File: src/rtl/core/bole_pkg.sv
// Shared types, sizes and codes of the ordered list engine.
package bole_pkg;

   localparam int CAPACITY = 32;
   localparam int IDX_W    = $clog2(CAPACITY);
   localparam int CNT_W    = $clog2(CAPACITY + 1);
   localparam int OP_W     = 4;
   localparam int POS_W    = 6;
   localparam int LEN_W    = 6;
   localparam int DATA_W   = 32;
   localparam int STAT_W   = 3;
   localparam int CMP_W    = (POS_W > CNT_W) ? POS_W : CNT_W;

   localparam logic [OP_W-1:0] OP_INS_FRONT = 4'd0;
   localparam logic [OP_W-1:0] OP_INS_AFTER = 4'd1;
   localparam logic [OP_W-1:0] OP_INS_BACK  = 4'd2;
   localparam logic [OP_W-1:0] OP_DEL_FRONT = 4'd3;
   localparam logic [OP_W-1:0] OP_DEL_AFTER = 4'd4;
   localparam logic [OP_W-1:0] OP_DEL_BACK  = 4'd5;
   localparam logic [OP_W-1:0] OP_READOUT   = 4'd6;
   localparam logic [OP_W-1:0] OP_COUNT     = 4'd7;
   localparam logic [OP_W-1:0] OP_SEARCH    = 4'd8;

   localparam logic [STAT_W-1:0] STAT_OK       = 3'd0;
   localparam logic [STAT_W-1:0] STAT_EMPTY    = 3'd1;
   localparam logic [STAT_W-1:0] STAT_INVALID  = 3'd2;
   localparam logic [STAT_W-1:0] STAT_FULL     = 3'd3;
   localparam logic [STAT_W-1:0] STAT_NOTFOUND = 3'd4;

   typedef struct packed {
      logic [OP_W-1:0]          req_type;
      logic [POS_W-1:0]         position;
      logic signed [DATA_W-1:0] value;
      logic signed [DATA_W-1:0] search_key;
   } bole_req_type;

   typedef struct packed {
      logic [STAT_W-1:0]        status;
      logic signed [DATA_W-1:0] element;
      logic [POS_W-1:0]         found_position;
      logic [LEN_W-1:0]         length;
      logic                     last;
   } bole_rsp_type;

   // Which cell an insert or remove works on.
   typedef enum logic [1:0] {
      IDX_ZERO     = 2'd0,
      IDX_POS      = 2'd1,
      IDX_COUNT    = 2'd2,
      IDX_COUNT_M1 = 2'd3
   } bole_idx_sel_type;

   typedef struct packed {
      logic              capture;
      logic              insert;
      logic              remove;
      bole_idx_sel_type  idx_sel;
      logic              scan_next;
      logic              rsp_write;
      logic [STAT_W-1:0] rsp_status;
      logic              rsp_elem;
      logic              rsp_found;
      logic              rsp_last;
   } bole_cmd_type;

   typedef struct packed {
      logic [OP_W-1:0] opcode;
      logic            empty;
      logic            full;
      logic            pos_gt_count;
      logic            pos_ge_count;
      logic            scan_match;
      logic            scan_last;
   } bole_stat_type;

endpackage

File: src/rtl/core/bole_datapath.sv
// Datapath of the ordered list engine: cell chain, counters and result register.
module bole_datapath (
   input  logic                   clock,
   input  logic                   reset,
   input  bole_pkg::bole_req_type req_payload,
   input  bole_pkg::bole_cmd_type cmd,
   output bole_pkg::bole_stat_type stat,
   output logic                   rsp_valid,
   output bole_pkg::bole_rsp_type rsp_payload
);
   import bole_pkg::*;

   bole_req_type             req_ff;
   logic signed [DATA_W-1:0] cells_ff [CAPACITY];
   logic signed [DATA_W-1:0] cells_in [CAPACITY];
   logic [CNT_W-1:0]         count_ff;
   logic [CNT_W-1:0]         count_in;
   logic [CNT_W-1:0]         count_m1;
   logic [IDX_W-1:0]         scan_ff;
   logic                     rsp_valid_ff;
   bole_rsp_type             rsp_ff;
   logic [IDX_W-1:0]         idx;
   logic signed [DATA_W-1:0] scan_cell;

   assign count_m1  = count_ff - CNT_W'(1);
   assign scan_cell = cells_ff[scan_ff];

   always_comb begin
      case (cmd.idx_sel)
         IDX_ZERO:     idx = '0;
         IDX_POS:      idx = req_ff.position[IDX_W-1:0];
         IDX_COUNT:    idx = count_ff[IDX_W-1:0];
         IDX_COUNT_M1: idx = count_m1[IDX_W-1:0];
         default:      idx = '0;
      endcase
   end

   // Each cell picks its neighbor, the new value or itself.
   for (genvar g = 0; g < CAPACITY; g++) begin : g_cell
      always_comb begin
         cells_in[g] = cells_ff[g];
         if (cmd.insert) begin
            if (IDX_W'(g) == idx) begin
               cells_in[g] = req_ff.value;
            end else if (IDX_W'(g) > idx) begin
               if (g > 0) begin
                  cells_in[g] = cells_ff[(g > 0) ? g - 1 : 0];
               end
            end
         end else if (cmd.remove) begin
            if (IDX_W'(g) >= idx && g < CAPACITY - 1) begin
               cells_in[g] = cells_ff[(g < CAPACITY - 1) ? g + 1 : g];
            end
         end
      end
   end

   always_comb begin
      count_in = count_ff;
      if (cmd.insert) begin
         count_in = count_ff + CNT_W'(1);
      end else if (cmd.remove) begin
         count_in = count_m1;
      end
   end

   always_ff @(posedge clock) begin
      for (int i = 0; i < CAPACITY; i++) begin
         cells_ff[i] <= cells_in[i];
      end
      if (cmd.capture) begin
         req_ff <= req_payload;
      end
      if (cmd.rsp_write) begin
         rsp_ff.status         <= cmd.rsp_status;
         rsp_ff.element        <= cmd.rsp_elem ? scan_cell : '0;
         rsp_ff.found_position <= cmd.rsp_found ? POS_W'(scan_ff) + POS_W'(1) : '0;
         rsp_ff.length         <= LEN_W'(count_in);
         rsp_ff.last           <= cmd.rsp_last;
      end
   end

   always_ff @(posedge clock) begin
      if (reset) begin
         count_ff     <= '0;
         scan_ff      <= '0;
         rsp_valid_ff <= 1'b0;
      end else begin
         count_ff     <= count_in;
         rsp_valid_ff <= cmd.rsp_write;
         if (cmd.capture) begin
            scan_ff <= '0;
         end else if (cmd.scan_next) begin
            scan_ff <= scan_ff + IDX_W'(1);
         end
      end
   end

   assign stat.opcode       = req_ff.req_type;
   assign stat.empty        = (count_ff == '0);
   assign stat.full         = (count_ff == CNT_W'(CAPACITY));
   assign stat.pos_gt_count = CMP_W'(req_ff.position) > CMP_W'(count_ff);
   assign stat.pos_ge_count = CMP_W'(req_ff.position) >= CMP_W'(count_ff);
   assign stat.scan_match   = (scan_cell == req_ff.search_key);
   assign stat.scan_last    = (CNT_W'(scan_ff) + CNT_W'(1) == count_ff);

   assign rsp_valid   = rsp_valid_ff;
   assign rsp_payload = rsp_ff;

endmodule

File: src/rtl/core/bole_controller.sv
// Control state machine of the ordered list engine.
module bole_controller (
   input  logic                    clock,
   input  logic                    reset,
   input  logic                    start,
   input  bole_pkg::bole_stat_type stat,
   output logic                    busy,
   output bole_pkg::bole_cmd_type  cmd
);
   import bole_pkg::*;

   typedef enum logic [2:0] {
      S_IDLE = 3'b001,
      S_EXEC = 3'b010,
      S_SCAN = 3'b100
   } bole_state_type;

   bole_state_type state_ff;
   bole_state_type state_in;

   always_comb begin
      state_in = state_ff;
      cmd      = '0;
      case (state_ff)
         S_IDLE: begin
            if (start) begin
               cmd.capture = 1'b1;
               state_in    = S_EXEC;
            end
         end
         S_EXEC: begin
            cmd.rsp_write  = 1'b1;
            cmd.rsp_last   = 1'b1;
            cmd.rsp_status = STAT_OK;
            state_in       = S_IDLE;
            case (stat.opcode)
               OP_INS_FRONT: begin
                  if (stat.full) begin
                     cmd.rsp_status = STAT_FULL;
                  end else begin
                     cmd.insert  = 1'b1;
                     cmd.idx_sel = IDX_ZERO;
                  end
               end
               OP_INS_AFTER: begin
                  if (stat.pos_gt_count) begin
                     cmd.rsp_status = STAT_INVALID;
                  end else if (stat.full) begin
                     cmd.rsp_status = STAT_FULL;
                  end else begin
                     cmd.insert  = 1'b1;
                     cmd.idx_sel = IDX_POS;
                  end
               end
               OP_INS_BACK: begin
                  if (stat.full) begin
                     cmd.rsp_status = STAT_FULL;
                  end else begin
                     cmd.insert  = 1'b1;
                     cmd.idx_sel = IDX_COUNT;
                  end
               end
               OP_DEL_FRONT: begin
                  if (stat.empty) begin
                     cmd.rsp_status = STAT_EMPTY;
                  end else begin
                     cmd.remove  = 1'b1;
                     cmd.idx_sel = IDX_ZERO;
                  end
               end
               OP_DEL_AFTER: begin
                  if (stat.empty) begin
                     cmd.rsp_status = STAT_EMPTY;
                  end else if (stat.pos_ge_count) begin
                     cmd.rsp_status = STAT_INVALID;
                  end else begin
                     cmd.remove  = 1'b1;
                     cmd.idx_sel = IDX_POS;
                  end
               end
               OP_DEL_BACK: begin
                  if (stat.empty) begin
                     cmd.rsp_status = STAT_EMPTY;
                  end else begin
                     cmd.remove  = 1'b1;
                     cmd.idx_sel = IDX_COUNT_M1;
                  end
               end
               OP_READOUT: begin
                  if (stat.empty) begin
                     cmd.rsp_status = STAT_EMPTY;
                  end else begin
                     cmd.rsp_write = 1'b0;
                     state_in      = S_SCAN;
                  end
               end
               OP_COUNT: begin
                  cmd.rsp_status = STAT_OK;
               end
               OP_SEARCH: begin
                  if (stat.empty) begin
                     cmd.rsp_status = STAT_NOTFOUND;
                  end else begin
                     cmd.rsp_write = 1'b0;
                     state_in      = S_SCAN;
                  end
               end
               default: begin
                  cmd.rsp_status = STAT_INVALID;
               end
            endcase
         end
         S_SCAN: begin
            cmd.rsp_status = STAT_OK;
            if (stat.opcode == OP_READOUT) begin
               cmd.rsp_write = 1'b1;
               cmd.rsp_elem  = 1'b1;
               cmd.rsp_last  = stat.scan_last;
               if (stat.scan_last) begin
                  state_in = S_IDLE;
               end else begin
                  cmd.scan_next = 1'b1;
               end
            end else if (stat.scan_match) begin
               cmd.rsp_write = 1'b1;
               cmd.rsp_found = 1'b1;
               cmd.rsp_last  = 1'b1;
               state_in      = S_IDLE;
            end else if (stat.scan_last) begin
               cmd.rsp_write  = 1'b1;
               cmd.rsp_last   = 1'b1;
               cmd.rsp_status = STAT_NOTFOUND;
               state_in       = S_IDLE;
            end else begin
               cmd.scan_next = 1'b1;
            end
         end
         default: begin
            state_in = S_IDLE;
         end
      endcase
   end

   always_ff @(posedge clock) begin
      if (reset) begin
         state_ff <= S_IDLE;
      end else begin
         state_ff <= state_in;
      end
   end

   assign busy = (state_ff != S_IDLE);

endmodule

File: src/rtl/core/bounded_ordered_list_engine.sv
// Top level of the ordered list engine, an ordered list of up to 32 signed values.
// Insert, delete, count, undefined requests and an empty readout or search are worked in
// the execute state, which registers their single result; a readout of n elements gives
// one result per cycle. Other searches walk one cell per cycle and give a single result.
// A new request waits until the last one is done; the receiver cannot stall results.
// Synchronous reset empties the list and idles the controller; cell data is not cleared.
module bounded_ordered_list_engine (
   input  logic                   clock,
   input  logic                   reset,
   input  logic                   start,
   output logic                   busy,
   input  bole_pkg::bole_req_type req_payload,
   output logic                   rsp_valid,
   output bole_pkg::bole_rsp_type rsp_payload
);
   import bole_pkg::*;

   // The controller steps through the request; the datapath holds the list.
   // A transaction is taken when start is high and busy is low. Each result
   // is shown for one cycle with rsp_valid high, and the receiver cannot
   // hold it off. The next transaction is taken once the controller is idle
   // again, which is the cycle in which the final result is shown.
   bole_cmd_type  cmd;
   bole_stat_type stat;

   bole_controller u_controller (
      .clock (clock),
      .reset (reset),
      .start (start),
      .stat  (stat),
      .busy  (busy),
      .cmd   (cmd)
   );

   // Inserts and deletes shift the whole cell chain in a single update; readout and
   // search read the cell at the scan index once per cycle.
   bole_datapath u_datapath (
      .clock       (clock),
      .reset       (reset),
      .req_payload (req_payload),
      .cmd         (cmd),
      .stat        (stat),
      .rsp_valid   (rsp_valid),
      .rsp_payload (rsp_payload)
   );

endmodule

File: config.mk
export PLATFORM = sky130hd
export DESIGN_NAME = bounded_ordered_list_engine
export DESIGN_NICKNAME = d
export VERILOG_FILES = /design/src/rtl/core/bole_pkg.sv /design/src/rtl/core/bole_datapath.sv /design/src/rtl/core/bole_controller.sv /design/src/rtl/core/bounded_ordered_list_engine.sv
export SDC_FILE = /design/constraint.sdc
export NUM_CORES = 2
export LEC_CHECK = 0
export BUFFER_PORTS_ARGS = -buffer_cell sky130_fd_sc_hd__buf_2
export CORE_ASPECT_RATIO = 1.1
export CORE_MARGIN = 2
export CORE_UTILIZATION = 40
export CTS_CLUSTER_DIAMETER = 120
export DETAILED_ROUTE_END_ITERATION = 10
export PLACE_DENSITY_LB_ADDON = 0.08
export SYNTH_ARGS = -nofsm -noshare
export SYNTH_HDL_FRONTEND = slang
export SYNTH_SLANG_ARGS = --single-unit
File: constraint.sdc
create_clock -name clock -period 20 [get_ports clock]
set_input_delay 0 -clock clock [delete_from_list [all_inputs] [get_ports clock]]
set_output_delay 0 -clock clock [all_outputs]
set_load 0.1 [all_outputs]
**Word-level counts from Yosys, hierarchy flattened**

Memories as Yosys holds them, arrays and structs flattened. A register that Yosys moved wholly into a read port is not among the register bits.
Index checks and enable logic that the tools add are counted.

- Bits in registers: 137
- RAM bits: 1024
- Input port bits: 77
- Output and inout bits: 50
- Logic and storage cells: 350
- Memories: 1

- Add/subtract/negate cells: 4
- $lt $le $gt $ge: 64
- Equal/unequal tests: 50
- Mux-type cells: 210
- Reduce and logical (&&, ||, !) cells: 8

Memory list:

| memory | words | width | read ports | clocked after memory_dff | write ports | line | RTL |
|---|---|---|---|---|---|---|---|
| u_datapath.cells_ff | 32 | 32 | 33 | 1 | 32 | bole_datapath.sv:14 | `logic signed [DATA_W-1:0] cells_ff [CAPACITY];` |

Operators by type and width:

| cell | count |
|---|---|
| 32-bit two-way mux | 157 |
| 5-bit equality test, first input constant | 16 |
| 5-bit greater-than comparator, first input constant | 16 |
| 5-bit greater-or-equal comparator, first input constant | 15 |
| 3-bit two-way mux | 15 |
| 4-bit by 5-bit equality test with 1-bit output, first input constant | 8 |
| 4-bit by 5-bit greater-or-equal comparator with 1-bit output, first input constant | 8 |
| 4-bit by 5-bit greater-than comparator with 1-bit output, first input constant | 8 |
| 32-bit equality test | 1 |
| 3-bit by 5-bit equality test with 1-bit output, first input constant | 4 |
| 3-bit by 5-bit greater-or-equal comparator with 1-bit output, first input constant | 4 |
| 3-bit by 5-bit greater-than comparator with 1-bit output, first input constant | 4 |
| 5-bit one-hot mux with 4 select lines | 1 |
| 1-bit two-way mux | 18 |
| 3-bit one-hot mux with 6 select lines | 1 |
| 4-bit by 3-bit equality test with 1-bit output, second input constant | 4 |
| 2-bit two-way mux | 6 |
| 6-bit two-way mux | 2 |
| 2-bit by 5-bit equality test with 1-bit output, first input constant | 2 |
| 1-bit by 5-bit greater-or-equal comparator with 1-bit output, first input constant | 2 |
| 2-bit by 5-bit greater-or-equal comparator with 1-bit output, first input constant | 2 |
| 2-bit by 5-bit greater-than comparator with 1-bit output, first input constant | 2 |
| 5-bit two-way mux | 2 |
| 2-bit one-hot mux with 5 select lines | 1 |
| other kinds (31) | 37 |

**Depth between registers and ports, before layout**

- Word-level depth: 11
- Gate-level depth with buffers: 17
- Depth with buffers taken out: 13

**Modules after synthesis**

A second synthesis with hierarchy kept.

- Cell total of the unflattened synthesis: 5634
- Area total of the unflattened synthesis: 65942.0 sq um

By module, submodules not included:

| module | times used | cells each | area each (sq um) | seq. area each (sq um) |
|---|---|---|---|---|
| bole_datapath | 1 | 5565 | 65464.0 | 34753.3 |
| bole_controller | 1 | 69 | 478.0 | 60.1 |

**Worst setup path before layout**

Ideal clock, no wire load.

- Kind: reg-to-reg
- From: reg, netlist name u_datapath.count_ff[2]
- To: mem u_datapath.cells_ff[0][0] (enable)
- Library setup time: 461 ps
- Arrival time: 6257 ps
- Required time: 19539 ps
- Path slack: 13282 ps
- Stages on the path, launching flop included: 13
- Path buffers: 1
- Clock period less this slack: 6718 ps
- Cell sequence: dfxtp_1 -> clkbuf_1 -> inv_1 -> ha_1 -> a21o_1 -> a21o_1 -> a211oi_1 -> o21ai_0 -> a2111oi_0 -> o21ai_1 -> inv_1 -> nand2_1 -> nor3_1

RTL lines:

| item | line |
|---|---|
| to (decl) | bole_datapath.sv:14 |

==> flow_summary.ini <==
[clock_tree]
cts_tree = built
path_clk_slew_ns = 0.05
cts_setup_buffers = 0
clockRootBuffer = clkbuf_16
numCtsBuffers = 137
clock_sinks = 1166
cts_resized = 0
clk_path_buf_depth = 3
clkLatencyLatePin_ns = 0.82
htree_levels = 4

[timing]
rsz0062_at_grt = false
min_period_over_period = 0.360
max_freq_mhz = 139
tightest_slew_ns = 1.43
layout_min_cycle_time_ns = 7.20
hold_viol_final = 0
fin_skew_ns = 0.0338
maxSlewHeadroom = 0.0446
finalSetupViolCount = 0
slew_viol_final = 0
fin_setup_tns_ns = 0

[final_layout]
syn_to_final_growth_pct = 12.2
layout-drive-gt1-share = 0.127
layout_commonest_cell = edfxtp_1
nets = 5822
fin_util = 0.452
final_cell_mix = 1,146 x edfxtp_1, 1,127 x nand2_1, 701 x mux2i_1, 500 x nand3_1, 489 x o211ai_1

[power_and_ir_drop]
p_seq_frac = 0.507
ir_drop_mv = 0.0813
power_frac_comb = 0.023
p_sw_mw = 1.19
swShare = 0.223
clkPwrFrac = 0.470
intPower_mw = 4.14
power_density_mw_per_mm2 = 72.6
leakage_nw = 23.7

[worst_setup_path]
start_kind = flip-flop
crit_fanout = 48
critPathMaxStageDelay_ns = 0.88
worstSetupEndpointType = flip-flop
cp_slowest_cell = nor4_1
path_class = flip-flop to flip-flop
required_ns = 20.41
arrival_ns = 7.61
path_cells = buf_4 > buf_4 > mux4_2 > mux4_2 > nor2b_1 > a21oi_1 > xnor2_1 > nor4_2 > nand4_1 > nor4_1 > o31ai_1 > nand2_2
reg2reg_depth = 12

[place]
dp.final_hpwl_um = 149000
port_buffers = 126
routabilityCongestion = 0.846

[route]
vias_per_cell = 6.44
drt-initial-drc-count = 6944
vias = 51300
wl_um = 273000
drc = 0
drtAntennaViolNets = 0
wl_per_cell_um = 34.2
firstDrtPassIters = 6

[job]
drv_cap = 0

[yosys]
synth_cell_types = 81
ys.flop_type = edfxtp_1
synth_fp_nets = 5871
syn_area_mm2 = 0.0654
synth_edf_count = 1146
synthArstFlopShare = 0
yosysSeqAreaShare = 0.532
synth_seq_cells = 1166
yosysWarningCount = 0
syn_area_per_cell_um2 = 11.3
syn_inst = 5784

[floorplan]
die_h_um = 428
dieWidth_um = 390
die_area_mm2 = 0.167
coreArea_mm2 = 0.162
ios = 127
start_util = 0.403
row_count = 155

[global_routing]
grt_pass1_wl_um = 379000
grt_pass1_vias = 48400
grt_max_degree = 259
grt_overflow = 0
grt_antenna_before_repair = 14
track_usage = 0.319

[min_path]
worstHoldPathCells = 2
worstHoldPathType = input pin to flip-flop

[run_status]
status = finished clean
synthesized netlist by cell type, types with 5 or more instances:
cell | n | area, um2
nor4_1 | 6 | 37.5
nor3_1 | 10 | 50.1
nand3_2 | 7 | 70.1
a22oi_1 | 65 | 488
xor2_1 | 16 | 140
o21ai_1 | 66 | 330
buf_4 | 53 | 398
nand4_1 | 10 | 62.6
nor2b_1 | 23 | 144
inv_1 | 16 | 60.1
buf_1 | 57 | 214
a221oi_1 | 35 | 307
nor3b_1 | 5 | 37.5
nand3_1 | 503 | 2520
nand2_1 | 1130 | 4240
a32oi_1 | 7 | 61.3
ha_1 | 10 | 125
buf_6 | 8 | 90.1
mux4_2 | 161 | 3630
clkbuf_1 | 408 | 1530
xnor2_1 | 26 | 228
o211ai_1 | 489 | 3670
nand2b_1 | 10 | 62.6
or3_1 | 7 | 43.8
mux4_1 | 24 | 631
nor2_1 | 75 | 282
a21oi_1 | 42 | 210
a31oi_1 | 14 | 87.6
and2_1 | 14 | 87.6
or2_2 | 7 | 43.8
edfxtp_1 | 1146 | 34400
buf_2 | 53 | 265
mux2i_1 | 701 | 7020
mux2_2 | 33 | 372
a21o_1 | 5 | 37.5
dfxtp_1 | 20 | 400
o21ai_0 | 442 | 2210
worst max-delay path: cells and delay by family, from the launching register on:
kind                      cells  cell delay [ns]
xor gates and xnor gates      1             0.15
buffers and inverters         2             1.43
and+or+nand+nor               5             2.72
AOI/OAI and AO/OA             2             0.68
muxes                         2             0.87
DFF                           1             0.85
final cells by class:
cell class,instances,area (um2)
diodes,9,22.5
clock buffers,173,3740
clock inverters,70,562
fillers,15000,88900
inverters,17,76.3
multi-input cells,4018,28500
flip-flops and latches,1166,34800
well taps,2119,2650
repair buffers,395,3070
path summary, 6_finish.rpt:
| path | from | end | slack (ns) |
|---|---|---|---|
| worst max-delay path | flip-flop | u_datapath.rsp_payload[35] | 12.80 |
| worst min-delay path | req_payload[39] | u_datapath.req_ff[39] | 0.03 |
| worst max register to register | flip-flop | u_datapath.rsp_payload[35] | 12.80 |
| worst min register to register | u_datapath.scan_ff[1] | flip-flop | 0.55 |
repair_timing:
action,4_1_cts,5_1_grt
setup endpoints to repair,0,0
hold endpoints to repair,94,0
hold buffers,132,0
kinds of logic (layout without fill, tap and decap cells):
family          count (synthesis)  in the layout  share of synthesized area
compound gates               1204           1204                      0.119
xor+xnor                       42             42                    0.00562
fa+ha+maj                      10             10                    0.00191
buf+inv                       600            655                     0.0402
flops                        1166           1166                      0.532
mux                           921            921                      0.179
other cells                     0              9                          0
simple gates                 1841           1841                      0.123
sequential cells by signal (all words and copies together), names as in the netlist, named ones only:
name                    flops
u_datapath.req_ff          70
u_datapath.stat             4
u_datapath.scan_ff          5
u_controller.state_ff       3
u_datapath.rsp_valid        1
u_datapath.count_ff         6
u_datapath.rsp_payload     48
u_datapath.cells_ff      1024
metal layers:
metal | track usage | vias to the layer above | part of all wire
met5 | 0 | - | 0.000048
met4 | 0.146 | 2 | 0.049
met3 | 0.0527 | 506 | 0.086
met2 | 0.498 | 2837 | 0.46
met1 | 0.435 | 26000 | 0.41
li1 | - | 22000 | -
power groups by stage:
| stage | sequential [mW] | combinational [mW] | clock (mW) |
|---|---|---|---|
| 3_3_place_gp | 2.76 | 0.101 | 0 |
| 2_1_floorplan | 2.74 | 0.0650 | 0 |
| 4_1_cts | 2.70 | 0.121 | 2.54 |
| 6_report | 2.71 | 0.122 | 2.51 |
| 5_1_grt | 2.71 | 0.129 | 2.62 |
| 3_5_place_dp | 2.76 | 0.101 | 0 |
through the flow:
step | area (um2) | worst slack [ns] | power, mW | hold WS, ns | instances
finish | 73400 | 12.80 | 5.33 | 0.0255 | 7967
global route | 73400 | 12.41 | 5.46 | 0.0187 | 7964
CTS | 73400 | 12.62 | 5.37 | 0.0125 | 7958
detailed placement | 67800 | 12.63 | 2.86 | 0.179 | 7583
global placement | 67800 | 12.79 | 2.86 | 0.176 | 7583
floorplan | 65400 | 13.28 | 2.80 | 0.0989 | 5784
(Power assumes the default switching activity.)
